[src/rtl/deferred_free_index_allocator_unit_macros.svh]
// ----------------------------------------------------------------------------
// Assertion macros for the deferred free index allocator
// Concurrent check wrappers clocked by clk and disabled while rst_n is low.
// ----------------------------------------------------------------------------
`ifndef DEFERRED_FREE_INDEX_ALLOCATOR_UNIT_MACROS_SVH
`define DEFERRED_FREE_INDEX_ALLOCATOR_UNIT_MACROS_SVH

`ifndef ASSERT_OFF
// A condition that must hold at every clock edge outside reset.
`define DFIA_ASSERT_ALWAYS(lbl, cond, msg) \
    lbl: assert property (@(posedge clk) disable iff (!rst_n) (cond)) else $error(msg);
// An antecedent that implies a consequent in the next cycle.
`define DFIA_ASSERT_NEXT(lbl, ante, cons, msg) \
    lbl: assert property (@(posedge clk) disable iff (!rst_n) (ante) |=> (cons)) \
        else $error(msg);
// An antecedent that implies a consequent in the same cycle.
`define DFIA_ASSERT_IMPL(lbl, ante, cons, msg) \
    lbl: assert property (@(posedge clk) disable iff (!rst_n) (ante) |-> (cons)) \
        else $error(msg);
`else
`define DFIA_ASSERT_ALWAYS(lbl, cond, msg)
`define DFIA_ASSERT_NEXT(lbl, ante, cons, msg)
`define DFIA_ASSERT_IMPL(lbl, ante, cons, msg)
`endif

`endif

[src/rtl/dfia_pkg.sv]
// ----------------------------------------------------------------------------
// dfia_pkg
// Shared types, codes and constants of the deferred free index allocator.
// ----------------------------------------------------------------------------
package dfia_pkg;

    localparam int NUM_HEAPS_DEF = 4;
    localparam int MAX_DESC_DEF  = 1024;

    localparam int IDX_W      = 10;
    localparam int CNT_OUT_W  = 11;
    localparam int HEAP_W     = 2;
    localparam int REQ_W      = 2;
    localparam int STATUS_W   = 3;
    localparam int CFG_IDX_W  = 2;
    localparam int CFG_DATA_W = 11;

    typedef enum logic [REQ_W-1:0] {
        REQ_ALLOC   = 2'd0,
        REQ_RELEASE = 2'd1,
        REQ_FLUSH   = 2'd2
    } req_code_t;

    typedef enum logic [STATUS_W-1:0] {
        ST_OK        = 3'd0,
        ST_ABSENT    = 3'd1,
        ST_EMPTY     = 3'd2,
        ST_PEND_FULL = 3'd3,
        ST_OVERFLOW  = 3'd4
    } status_t;

    typedef struct packed {
        logic [REQ_W-1:0]  req_type;
        logic [HEAP_W-1:0] heap_type;
        logic [IDX_W-1:0]  release_index;
    } req_t;

    typedef struct packed {
        logic [STATUS_W-1:0]  status;
        logic [IDX_W-1:0]     alloc_index;
        logic [CNT_OUT_W-1:0] free_count;
    } rsp_t;

    // Updates applied to the selected heap's bookkeeping registers.
    typedef struct packed {
        logic top_dec;
        logic top_inc;
        logic pcnt_inc;
        logic pcnt_clr;
    } heap_op_t;

endpackage

[src/rtl/dfia_heap_tbl.sv]
// ----------------------------------------------------------------------------
// dfia_heap_tbl
// Per-heap size, free stack depth, fill mark and pending count registers.
// ----------------------------------------------------------------------------
module dfia_heap_tbl #(
    parameter int NUM_HEAPS = dfia_pkg::NUM_HEAPS_DEF,
    parameter int MAX_DESC  = dfia_pkg::MAX_DESC_DEF,
    parameter int HW        = (NUM_HEAPS > 1) ? $clog2(NUM_HEAPS) : 1,
    parameter int CNT_W     = $clog2(MAX_DESC + 1)
) (
    input  logic                                clk,
    input  logic                                rst_n,
    input  logic                                cfg_we,
    input  logic [dfia_pkg::CFG_IDX_W-1:0]      cfg_index,
    input  logic [dfia_pkg::CFG_DATA_W-1:0]     cfg_data,
    input  logic [HW-1:0]                       sel_heap,
    input  logic                                sel_ok,
    input  dfia_pkg::heap_op_t                  op,
    output logic                                present,
    output logic [CNT_W-1:0]                    top,
    output logic [CNT_W-1:0]                    lo,
    output logic [CNT_W-1:0]                    pcnt
);

    import dfia_pkg::*;

    logic [CFG_DATA_W-1:0] size_reg [NUM_HEAPS];
    logic [CNT_W-1:0]      top_reg  [NUM_HEAPS];
    logic [CNT_W-1:0]      lo_reg   [NUM_HEAPS];
    logic [CNT_W-1:0]      pcnt_reg [NUM_HEAPS];

    logic             cfg_hit;
    logic [HW-1:0]    cfg_heap;
    logic [CNT_W-1:0] fill_n;

    assign cfg_hit  = cfg_we && (32'(cfg_index) < NUM_HEAPS);
    assign cfg_heap = HW'(cfg_index);
    assign fill_n   = (32'(cfg_data) > MAX_DESC) ? CNT_W'(MAX_DESC) : CNT_W'(cfg_data);

    assign present = sel_ok && (size_reg[sel_heap] != '0);
    assign top     = top_reg[sel_heap];
    assign lo      = lo_reg[sel_heap];
    assign pcnt    = pcnt_reg[sel_heap];

    // Entries of a free stack below the fill mark were never overwritten since
    // the last size write; their index is their own position, not RAM data.
    always_ff @(posedge clk or negedge rst_n)
    begin
        if (!rst_n)
        begin
            for (int h = 0; h < NUM_HEAPS; h++)
            begin
                size_reg[h] <= '0;
                top_reg[h]  <= '0;
                lo_reg[h]   <= '0;
                pcnt_reg[h] <= '0;
            end
        end
        else if (cfg_hit)
        begin
            size_reg[cfg_heap] <= cfg_data;
            top_reg[cfg_heap]  <= fill_n;
            lo_reg[cfg_heap]   <= fill_n;
            pcnt_reg[cfg_heap] <= '0;
        end
        else
        begin
            if (op.top_dec)
            begin
                top_reg[sel_heap] <= top_reg[sel_heap] - CNT_W'(1);
            end
            if (op.top_inc)
            begin
                top_reg[sel_heap] <= top_reg[sel_heap] + CNT_W'(1);
                if (top_reg[sel_heap] < lo_reg[sel_heap])
                begin
                    lo_reg[sel_heap] <= top_reg[sel_heap];
                end
            end
            if (op.pcnt_inc)
            begin
                pcnt_reg[sel_heap] <= pcnt_reg[sel_heap] + CNT_W'(1);
            end
            if (op.pcnt_clr)
            begin
                pcnt_reg[sel_heap] <= '0;
            end
        end
    end

endmodule

[config.mk]
export PLATFORM = sky130hd
export DESIGN_NAME = dfia_heap_tbl
export DESIGN_NICKNAME = d
export VERILOG_FILES = /design/src/rtl/deferred_free_index_allocator_unit_macros.svh /design/src/rtl/dfia_pkg.sv /design/src/rtl/dfia_heap_tbl.sv
export SDC_FILE = /design/constraint.sdc
export NUM_CORES = 1
export LEC_CHECK = 0
export BUFFER_PORTS_ARGS = -buffer_cell sky130_fd_sc_hd__buf_4
export CORE_MARGIN = 4
export CORE_UTILIZATION = 30
export DETAILED_ROUTE_END_ITERATION = 8
export PLACE_DENSITY = 0.59
export SLEW_MARGIN = 20
export SYNTH_ARGS = -nofsm -noshare
export SYNTH_HDL_FRONTEND = slang
export SYNTH_SLANG_ARGS = --single-unit
[constraint.sdc]
create_clock -name clk -period 3.44 [get_ports clk]
set_input_delay 0.688 -clock clk [delete_from_list [all_inputs] [get_ports clk]]
set_output_delay 0.688 -clock clk [all_outputs]
set_load 0.05 [all_outputs]
* Word level (Yosys, flattened, before mapping)
Index checks and enable logic that the tools add are counted.
Cells by class: magnitude comparators 6, reductions and logical operators 7, bitwise gates (word level) 6, $add $sub $neg 3, multiplexer cells 35
Operators with widths (count):
- $mux W44 | 11
- $bwmux W44 | 7
- $mux W11 | 11
- $and A44 B44 Y44 | 2
- $bmux W11 S2 | 4
- $not A44 Y44 | 2
- $demux W11 S2 | 2
- $add A11 B1 Y11 const B | 2
- $gt A11 B11 Y1 const B | 1
- $lt A11 B11 Y1 | 1
- $reduce_bool A11 Y1 | 1
- $sub A11 B1 Y11 const B | 1
- $ge A3 B3 Y1 const B | 2
- $lt A3 B1 Y1 const B | 2
- $not A2 Y3 | 2
- $reduce_bool A2 Y1 | 2
- $logic_and A1 B1 Y1 | 3
- $reduce_and A2 Y1 | 1
Word-level totals: input port bits 23, bits in registers 176, word-level logic and storage cells 73

* Depth between registers and ports, before layout
Gate-level depths: netlist of run 1.
depth after elaboration 11, gate-level depth with buffers 15, depth with buffers taken out 9

* Worst setup path after synthesis of run 1
No wires, ideal clock.
path kind in2reg, from input port sel_heap[0], to register lo_reg[13] in the netlist's numbering, cell stages on the path 14, setup slack -1.112 ns, arrival 4.427 ns, path buffers 5, library setup time 0.125 ns, cell sequence buf_6 -> buf_12 -> buf_4 -> buf_2 -> buf_2 -> mux4_2 -> inv_1 -> ha_1 -> a21o_1 -> a21o_1 -> a221oi_1 -> nand3_4 -> nand2_4 -> mux2_4
On the way: elaborated cells on any way between the ends 19, those cells by class order compare: 3; mux: 12; bitwise: 1; reduce/logical: 3
RTL lines:
- start: declaration | line dfia_heap_tbl.sv:16 | input logic [HW-1:0] sel_heap,
- $not A2 Y3
- $bmux W11 S2
- $mux W11 (2 in a row)
- via lo[8] | line dfia_heap_tbl.sv:21 | output logic [CNT_W-1:0] lo,
- $lt A11 B11 Y1 | line dfia_heap_tbl.sv:75 | if (top_reg[sel_heap] < lo_reg[sel_heap])
- $reduce_bool A2 Y1 (no source line)
- $reduce_and A2 Y1 (no source line)
- end signal: indexed assignment | line dfia_heap_tbl.sv:63 | lo_reg[cfg_heap] <= fill_n;
- end signal: indexed assignment | line dfia_heap_tbl.sv:77 | lo_reg[sel_heap] <= top_reg[sel_heap];
- end: declaration | line dfia_heap_tbl.sv:29 | logic [CNT_W-1:0] lo_reg [NUM_HEAPS];
The timed path passes the listed nets, and every way through them passes these cells. The select of a mux whose other input is x is not followed. A chain may end at the register's enable or synchronous reset.

* Final worst setup path of run 1
from input port sel_heap[0], to register lo_reg[35] in the netlist's numbering
On the way: cells in the longest elaborated chain, start to end 9, elaborated cells on any way between the ends 19, those cells by class order compare: 3; mux: 12; bitwise: 1; reduce/logical: 3
Ends and longest elaborated chain (line):
- $not A2 Y3 (implied by the code) * | dfia_heap_tbl.sv:75, dfia_heap_tbl.sv:77
- parallel branches: the longest is 8 deep, another holds $lt A11 B11 Y1
Mark *: on every way between the ends. The select of a mux whose other input is x is not followed.

==> run summary, run 1 <==
post-synthesis register bit count - 176
postcts setup bufs - 0
Flop pwr share - 38.2%
reg2reg path depth - 9
max-capacitance violation count - 0
Worst-Skew Late Latency - 0.45 ns
CP max FO - 26
VDD IR max - 0.366 mV
type of the worst setup path - in -> reg
Total GRT Usage - 19.5%
routed via count - 8558
remaining antenna violation count after routing - 0
Core ar. - 31800 µm²
largest net degree at the start of global routing - 63
R2R Path Start - top_reg[17]
CP Data Required Time - 3.78 ns
Initial Util - 30.6%
CTS Buffer Depth - 2
layout cell share with drive strength beyond 1 - 22.4%
main flop type after synthesis - dfrtp_1
Avg WL per Cell - 22.3 µm
NetSw - 2.60 mW
GR Overflow Total - 0
Critical Path Source Type - input pin
synthesis-to-finish area growth - 21.1%
Finished Layout Cells - 1549
Final Wtd Congestion - 0.972
Cells after Synth - 1002
hold slack - 0.260 ns
Power per Cell Area - 593 nW/µm²
Yosys cell types - 76
Die X-Extent - 188 µm
final max-slew violation count - 0
commonest non-fill, non-tap cells in the layout - 238 x nand2_1, 176 x dfrtp_1, 145 x buf_4
Final Critical Period - 3.20 ns
Post-synth EDFFs - 0
cts-stage hold buffer count - 0
I/O Buffers - 56
Leakage - 5.26 nW
nets - 1137
fill count - 3189
yosys warns - 0
Slew headroom - 23.8%
Via density - 5.52
htree depth - 4
First-pass DRT Iterations - 5
most common cell after layout, fill and taps aside - nand2_1
clock-pin slew on the worst setup and hold paths - 0.08 ns
Ant. Diodes - 0
Syn Nets - 1038
CTS Buf Count - 17
Net Sw Frac - 37.2%
initial antenna violation count - 0
post-synthesis sequential area ratio - 45.2%
Post-synth ARST share - 100%
final hold vios - 0
die area - 35400 µm²
Data arrival, critical path - 3.54 ns
CTS tree - built
row count - 65
Starting DRT DRC Count - 839
Worst Setup End Kind - register
Power Internal - 4.38 mW
Routed Wire Length - 34500 µm
Mean Syn Cell Area - 9.71 µm²
Final Core Density - 37.1%
TritonCTS Sinks - 176
residual DRC count - 0
first-pass GRT wire length - 52800 µm
Post-Syn Area - 9730 µm²
DIE HEIGHT - 188 µm
cts repair resizes - 0
setup violators final - 0
skew final - 0.0142 ns
hold crit path type - in -> async
placed cell count - 1517
status - completed
vias in the first global route - 8535
Worst Tran Pin Value - 1.14 ns
root buf cell - clkbuf_16
RSZ-0062 raised after global routing - no
Overall Power - 6.99 mW
clock share of power - 29.1%
Fmax achieved - 313 MHz
I/O pin count - 57
logic gate share of total power - 32.7%
r2r setup slk - 0.63 ns
Final Cycle Share - 92.9%
reg-to-reg endpoint - lo_reg[35]
DP HPWL - 24000 µm
## cells in the mapped netlist (5+ instances only)
| master | count | area, µm² |
|---|---|---|
| nand2_1 | 238 | 893 |
| dfrtp_1 | 176 | 4400 |
| o21ai_0 | 71 | 355 |
| nor2_1 | 68 | 255 |
| clkbuf_1 | 40 | 150 |
| mux4_2 | 33 | 743 |
| a22oi_1 | 25 | 188 |
| mux2i_1 | 23 | 230 |
| a21oi_1 | 22 | 110 |
| o221ai_1 | 19 | 166 |
| inv_1 | 18 | 67.6 |
| nand3_1 | 18 | 90.1 |
| xnor2_1 | 17 | 149 |
| ha_1 | 13 | 163 |
| nor4_1 | 13 | 81.3 |
| buf_2 | 12 | 60.1 |
| xor2_1 | 12 | 105 |
| nor2b_1 | 10 | 62.6 |
| nor3_1 | 10 | 50.1 |
| o221a_1 | 9 | 101 |
| a221o_1 | 8 | 80.1 |
| nand4_1 | 8 | 50.1 |
| o221a_2 | 8 | 90.1 |
| o22ai_1 | 8 | 50.1 |
| a21o_1 | 7 | 52.6 |
| a222oi_1 | 7 | 70.1 |
| a221oi_1 | 6 | 52.6 |
| buf_1 | 6 | 22.5 |
| and3_1 | 5 | 31.3 |
| buf_6 | 5 | 56.3 |
| o21ai_1 | 5 | 25.0 |
## cell families after synthesis
group / after synthesis / synth area share (%)
AOI/OAI and AO/OA: 233 / 17.2
xor gates and xnor gates: 30 / 2.78
adders and majority gates: 13 / 1.67
buffers and inverters: 89 / 4.29
DFF: 176 / 45.2
muxes: 61 / 10.7
and+or+nand+nor: 400 / 18.1
## per-layer routing
metal  GRT usage [%]  vias to the layer above  wire, µm
met4            8.33                        0      1350
met5               0                        -         0
met2            30.4                      392     16100
met3            4.90                       94      2900
li1                -                     3838         -
met1            25.8                     4234     14200
## how the worst max path moves through the flow
stage / from / to / slack, ns
after floorplan: sel_heap[0] / lo_reg[13] / -0.38
after global placement: sel_heap[0] / lo_reg[1] / -0.16
after detailed placement: sel_heap[0] / lo_reg[42] / -0.21
after CTS: sel_heap[0] / lo_reg[1] / 0.26
after global routing: sel_heap[0] / lo_reg[40] / 0.08
final: sel_heap[0] / lo_reg[35] / 0.24
## metrics by stage
step	setup TNS, ns	setup WS (ns)	cell area, µm²
CTS	0	0.261	11800
global route	0	0.0781	11800
finish	0	0.243	11800
detailed placement	-6.83	-0.215	11200
global placement	-5.61	-0.158	11200
floorplan	-12.27	-0.379	9870
## power by group through the flow
| stage | sequential (mW) | combinational (mW) | clock (mW) |
|---|---|---|---|
| 3_5_place_dp | 2.70 | 2.26 | 0 |
| 2_1_floorplan | 2.60 | 1.52 | 0 |
| 6_report | 2.67 | 2.29 | 2.03 |
| 4_1_cts | 2.66 | 2.27 | 2.07 |
| 5_1_grt | 2.70 | 2.45 | 2.16 |
| 3_3_place_gp | 2.70 | 2.24 | 0 |
## critical path, stage by stage
cell and delay [ns]:
buf_4 0.43, mux4_2 0.63, ha_1 0.34, nand4_1 0.17, a2111o_1 0.55, nand4_2 0.21
nand2_2 0.20, o221a_4 0.29
## final cells by class
class / count / area, µm² / area share [%]
flip-flops and latches: 176 / 4400 / 37.4
clock buffers: 17 / 425 / 3.61
well taps: 435 / 544 / 4.62
inverters: 21 / 78.8 / 0.669
repair buffers: 148 / 1140 / 9.67
clock inverters: 15 / 193 / 1.63
multi-input cells: 737 / 5000 / 42.4
Power figures use the tool's default switching activity.
==> run 2: changes to the inputs <==
--- a/config.mk
+++ b/config.mk
@@ -5,11 +5,12 @@
 export SDC_FILE = /design/constraint.sdc
 export NUM_CORES = 1
 export LEC_CHECK = 0
+export ABC_CLOCK_PERIOD_IN_PS = 3000
 export BUFFER_PORTS_ARGS = -buffer_cell sky130_fd_sc_hd__buf_4
 export CORE_MARGIN = 4
 export CORE_UTILIZATION = 30
 export DETAILED_ROUTE_END_ITERATION = 8
-export PLACE_DENSITY = 0.59
+export PLACE_DENSITY = 0.57
 export SLEW_MARGIN = 20
 export SYNTH_ARGS = -nofsm -noshare
 export SYNTH_HDL_FRONTEND = slang
==> constraint.sdc (replaced) <==
create_clock -name clk -period 3 [get_ports clk]
set_input_delay 0.6 -clock clk [delete_from_list [all_inputs] [get_ports clk]]
set_output_delay 0.6 -clock clk [all_outputs]
set_load 0.05 [all_outputs]
==> run 2 against run 1 <==
Effect of this change: sequential share of layout area down 0.86 points; critical path depth grew 3; cell count grew 2.3%; combinational power grew 22%; core utilization up 0.87 points; largest cell class unchanged; power increased by 15%; clock skew decreased by 0.0035 ns; worst setup slack worse by 0.14 ns; critical endpoint is now lo_reg[31]; register-to-register slack got worse by 0.53 ns; clock power grew 8%; hold slack got worse by 0.074 ns.
==> run summary, run 2 (same netlist as run 1, synthesis figures left out) <==
status - completed
final hold vios - 0 (unchanged)
CP max FO - 19 (-27%)
type of the worst setup path - in -> reg
vias in the first global route - 8883 (+4.1%)
r2r setup slk - 0.10 ns (-0.53 ns)
layout cell share with drive strength beyond 1 - 24.8% (+2.5 points)
DP HPWL - 25100 µm (+4.6%)
Critical Path Source Type - input pin
commonest non-fill, non-tap cells in the layout - 238 x nand2_1, 177 x buf_4, 176 x dfrtp_1
max incr delay on CP - 0.35 ns (-0.28 ns)
Avg WL per Cell - 22.3 µm (about the same)
first-pass GRT wire length - 54500 µm (+3.2%)
reg2reg path depth - 10 (+1)
Core ar. - 31800 µm² (unchanged)
hold crit path type - in -> async
final max-slew violation count - 0 (unchanged)
Via density - 5.53 (about the same)
synthesis-to-finish area growth - 24.0%
R2R Path Start - top_reg[14]
cts-stage hold buffer count - 0 (unchanged)
Worst Tran Pin Value - 1.12 ns (-0.0270 ns)
Die X-Extent - 188 µm (unchanged)
htree depth - 4 (unchanged)
met1 usage - 27.1% (+1.3 points)
most used cell, CP - buf_4
routed via count - 8755 (+2.3%)
Data arrival, critical path - 3.23 ns (-0.31 ns)
Overall Power - 8.04 mW (+15%)
Fmax achieved - 345 MHz
Final Wtd Congestion - 0.919 (-5.5%)
CP Cell Sequence - buf_4, buf_4, mux4_2, inv_1, ha_1, a21oi_1, o311ai_2, a221oi_4, buf_4, nand3_1, o221a_2
residual DRC count - 0 (unchanged)
max-capacitance violation count - 0 (unchanged)
Total GRT Usage - 20.0% (+0.49 points)
I/O pin count - 57 (unchanged)
First-pass DRT Iterations - 6 (+1)
Final Cycle Share - 96.6%
met3 Usage GRT - 4.52% (-0.37 points)
Ant. Diodes - 0 (unchanged)
DIE HEIGHT - 188 µm (unchanged)
initial antenna violation count - 1 (+1)
skew final - 0.0107 ns (-0.00352 ns)
TritonCTS Sinks - 176 (unchanged)
Post-DP Area - 11500 µm² (+2.8%)
Initial Util - 30.6% (unchanged)
Final Critical Period - 2.90 ns
CP delay by family, top - compound AO/OA/AOI/OAI gates
VDD IR max - 0.439 mV (+20%)
Leakage - 5.43 nW (+3.2%)
remaining antenna violation count after routing - 0 (unchanged)
CTS Buf Count - 17 (unchanged)
RSZ-0062 raised after global routing - no
GR Overflow Total - 0 (unchanged)
I/O Buffers - 56 (unchanged)
Worst Path Buf+Inv - 4 (+3)
CP Data Required Time - 3.33 ns (-0.45 ns)
Worst Setup End Kind - register
GR peak layer - met2
Crit-path slowest cell - o221a_2
met2 Use GR - 31.2% (+0.78 points)
clock-pin slew on the worst setup and hold paths - 0.07 ns (about the same)
Routed Wire Length - 35300 µm (+2.3%)
die area - 35400 µm² (unchanged)
root buf cell - clkbuf_16
setup violators final - 0 (unchanged)
Starting DRT DRC Count - 1009 (+20%)
CTS Buffer Depth - 2 (unchanged)
nets - 1173 (+3.2%)
most common cell after layout, fill and taps aside - nand2_1
row count - 65 (unchanged)
Finished Cell Area - 12100 µm² (+2.4%)
Slew headroom - 25.6% (+1.8 points)
Worst-Skew Late Latency - 0.45 ns (about the same)
reg-to-reg endpoint - lo_reg[20]
CTS tree - built
Power per Cell Area - 666 nW/µm² (+12%)
largest net degree at the start of global routing - 69 (+9.5%)
==> run 2: cell count changes in the layout (fill, tap and decap cells not counted), sizes merged <==
cell	delta
buf	+36
bufinv	-1
clkinv	-1
clkinvlp	+2
inv	-1
==> run 2: power by group <==
group	switching, mW	internal [mW]
Sequential	0.296	2.76
Clock	1.09	1.10
Combinational	1.61	1.18
==> run 2: area by class of cell <==
cell class	count	area [µm²]
clock buffer	17	425
inverter	21	78.8
clock inverter	14	146
multi-input combinational	737	5010
fill	3138	19700
tap	435	544
timing repair buffer	184	1460
sequential	176	4400
==> run 2: routing by layer <==
metal	up-vias	routed length, µm
met5	-	0
met4	0	1100
met3	69	2550
met2	391	16300
met1	4375	15400
li1	3920	-
==> run 2: how the worst max path moves through the flow <==
stage / start / endpoint / slack [ns] / cells past startpoint
3_5_place_dp: sel_heap[0] / lo_reg[16] / -0.45 / 11
6_report: sel_heap[1] / lo_reg[31] / 0.10 / 11
3_3_place_gp: sel_heap[0] / lo_reg[16] / -0.42 / 11
2_1_floorplan: sel_heap[0] / lo_reg[13] / -0.73 / 14
4_1_cts: sel_heap[0] / lo_reg[31] / 0.01 / 10
5_1_grt: top_reg[15] / lo_reg[21] / 0.003 / 10
==> run 2: repair_timing <==
action / CTS / global route
gates resized for setup: 0 / 3
setup endpoints to repair: 0 / 44
setup buffers: 0 / 0
==> run 2: stage by stage <==
step | hold slack (ns) | TNS, ns | worst slack, ns | cells | util, %
detailed placement | 0.463 | -21.33 | -0.452 | 1553 | 36.1
CTS | 0.204 | 0 | 0.0116 | 1584 | 37.9
floorplan | 0.304 | -27.76 | -0.731 | 1002 | -
global placement | 0.457 | -19.33 | -0.419 | 1553 | 36.1
finish | 0.187 | 0 | 0.103 | 1584 | 38.0
global route | 0.236 | 0 | 0.00266 | 1584 | 38.0
==> run 3: changes to the inputs <==
--- a/config.mk
+++ b/config.mk
@@ -5,7 +5,7 @@
 export SDC_FILE = /design/constraint.sdc
 export NUM_CORES = 1
 export LEC_CHECK = 0
-export ABC_CLOCK_PERIOD_IN_PS = 3000
+export ABC_CLOCK_PERIOD_IN_PS = 3500
 export BUFFER_PORTS_ARGS = -buffer_cell sky130_fd_sc_hd__buf_4
 export CORE_MARGIN = 4
 export CORE_UTILIZATION = 30
==> constraint.sdc (replaced) <==
create_clock -name clk -period 3.5 [get_ports clk]
set_input_delay 0.7 -clock clk [delete_from_list [all_inputs] [get_ports clk]]
set_output_delay 0.7 -clock clk [all_outputs]
set_load 0.05 [all_outputs]
==> run 3 against run 2 <==
Effect of this change: clock power fell by 5%; non-clock buffer count shrank 41; core utilization down 0.95 points; sequential share of layout area is 0.94 points higher; combinational power decreased by 20%; clock-buffer cell count stayed put; clock skew shrank 0.00067 ns; sequential power fell by 14%; die area stayed put; first-iteration DRC count grew 17%; cell area decreased by 2.5%; via count decreased by 1.9%; largest cell class unchanged.
==> run summary, run 3 (same netlist as run 1, synthesis figures left out) <==
status - completed
Flop pwr share - 37.8% (-0.2 points)
Fmax achieved - 303 MHz
reg-to-reg endpoint - lo_reg[27]
R2R Path Start - top_reg[3]
first-pass GRT wire length - 53100 µm (-2.6%)
PnR worst setup slack - 0.201 ns (+0.0986 ns)
CP Cell Sequence - buf_4, mux4_2, ha_1, nand4_1, o311ai_2, a221oi_4, buf_4, a31o_2, buf_4, nor2_1, a21oi_2
clock-pin slew on the worst setup and hold paths - 0.07 ns (about the same)
clock share of power - 30.0% (+2.7 points)
reg2reg path depth - 10 (unchanged)
layout cell share with drive strength beyond 1 - 22.2% (-2.6 points)
Total GRT Usage - 19.5% (-0.49 points)
Final Cycle Share - 94.2%
Data arrival, critical path - 3.62 ns (+0.39 ns)
cts repair resizes - 0 (unchanged)
skew final - 0.0100 ns (-0.000667 ns)
most common cell after layout, fill and taps aside - nand2_1
Core ar. - 31800 µm² (unchanged)
Power per Cell Area - 591 nW/µm² (-11%)
Power Internal - 4.37 mW (-13%)
Crit-path slowest cell - mux4_2
logic gate share of total power - 32.2% (-2.5 points)
I/O pin count - 57 (unchanged)
GR Overflow Total - 0 (unchanged)
row count - 65 (unchanged)
root buf cell - clkbuf_16
Die X-Extent - 188 µm (unchanged)
nets - 1132 (-3.5%)
htree depth - 4 (unchanged)
most used cell, CP - buf_4
NetSw - 2.58 mW (-14%)
Leakage - 5.25 nW (-3.3%)
max-capacitance violation count - 0 (unchanged)
remaining antenna violation count after routing - 0 (unchanged)
CTS tree - built
Avg WL per Cell - 22.5 µm (+1.0%)
TritonCTS Sinks - 176 (unchanged)
VDD IR max - 0.376 mV (-14%)
final max-slew violation count - 0 (unchanged)
Routed Wire Length - 34800 µm (-1.5%)
synthesis-to-finish area growth - 20.9%
CTS Buf Count - 17 (unchanged)
max incr delay on CP - 0.63 ns (+0.28 ns)
Slew headroom - 38.2% (+13 points)
Worst-Skew Late Latency - 0.44 ns (about the same)
Finished Layout Cells - 1544 (-2.5%)
vias in the first global route - 8493 (-4.4%)
I/O Buffers - 56 (unchanged)
CP Data Required Time - 3.83 ns (+0.50 ns)
type of the worst setup path - in -> reg
Worst Setup End Kind - register
Critical Path Source Type - input pin
initial antenna violation count - 1 (unchanged)
Final Wtd Congestion - 0.930 (+1.2%)
postcts setup bufs - 0 (unchanged)
hold slack - 0.253 ns (+0.0660 ns)
DP HPWL - 23900 µm (-4.5%)
placed cell count - 1512 (-2.6%)
die area - 35400 µm² (unchanged)
First-pass DRT Iterations - 5 (-1)
Starting DRT DRC Count - 1182 (+17%)
hold crit path type - in -> async
commonest non-fill, non-tap cells in the layout - 238 x nand2_1, 176 x dfrtp_1, 141 x buf_4
Initial Util - 30.6% (unchanged)
Via density - 5.56 (+0.61%)
Net Sw Frac - 37.1% (-0.20 points)
routed via count - 8586 (-1.9%)
setup violators final - 0 (unchanged)
residual DRC count - 0 (unchanged)
final hold vios - 0 (unchanged)
r2r setup slk - 0.59 ns (+0.49 ns)
Final Critical Period - 3.30 ns
Ant. Diodes - 0 (unchanged)
cts-stage hold buffer count - 0 (unchanged)
CP max FO - 28 (+9)
CTS Buffer Depth - 2 (unchanged)
RSZ-0062 raised after global routing - no
Worst Tran Pin Value - 0.921 ns (-0.195 ns)
largest net degree at the start of global routing - 64 (-7.2%)
DIE HEIGHT - 188 µm (unchanged)
Place WS - -0.209 ns (+0.242 ns)
==> run 3: cell types whose count changed in the layout (fill, tap and decap cells not counted), sizes merged <==
cell      delta
buf         -41
bufinv       +2
clkinv       -1
clkinvlp     -3
inv          +3
==> run 3: through the flow <==
step / total power [mW] / utilization (%) / TNS, ns / cell area [µm²]
floorplan: 4.05 / - / -10.16 / 9870
global placement: 4.84 / 35.0 / -5.25 / 11100
detailed placement: 4.86 / 35.0 / -7.03 / 11100
CTS: 6.95 / 37.0 / 0 / 11800
global route: 7.27 / 37.0 / 0 / 11800
finish: 6.95 / 37.0 / 0 / 11800
==> run 3: final cells by class <==
class | instances | area [µm²]
multi-input combinational | 737 | 5010
fill | 3185 | 20000
sequential | 176 | 4400
clock inverter | 15 | 210
clock buffer | 17 | 425
inverter | 21 | 78.8
tap | 435 | 544
timing repair buffer | 143 | 1090
==> run 3: how the worst max path moves through the flow <==
| stage | start | endpoint | cells past startpoint |
|---|---|---|---|
| floorplan | sel_heap[0] | lo_reg[13] | 14 |
| global placement | sel_heap[0] | lo_reg[13] | 12 |
| detailed placement | sel_heap[0] | lo_reg[27] | 11 |
| CTS | sel_heap[0] | lo_reg[27] | 11 |
| global route | sel_heap[0] | lo_reg[26] | 12 |
| finish | sel_heap[0] | lo_reg[27] | 11 |
==> run 3: power by group through the flow <==
| stage | Clock (mW) | Combinational [mW] | Sequential [mW] |
|---|---|---|---|
| 2_1_floorplan | 0 | 1.49 | 2.55 |
| 3_3_place_gp | 0 | 2.19 | 2.65 |
| 3_5_place_dp | 0 | 2.21 | 2.65 |
| 4_1_cts | 2.12 | 2.22 | 2.61 |
| 5_1_grt | 2.22 | 2.39 | 2.66 |
| 6_report | 2.09 | 2.24 | 2.62 |
==> run 3: worst max-delay path: cells and delay by family <==
kind,cells,cell delay [ns]
mux,1,0.63
fa+ha+maj,1,0.33
buf+inv,3,0.80
compound gates,4,0.84
simple gates,2,0.29
==> run 3: per-layer routing <==
layer,wire [µm],GRT usage (%)
met1,15100,26.8
met2,15800,30.0
met3,2660,4.21
met4,1250,7.82
met5,0,0
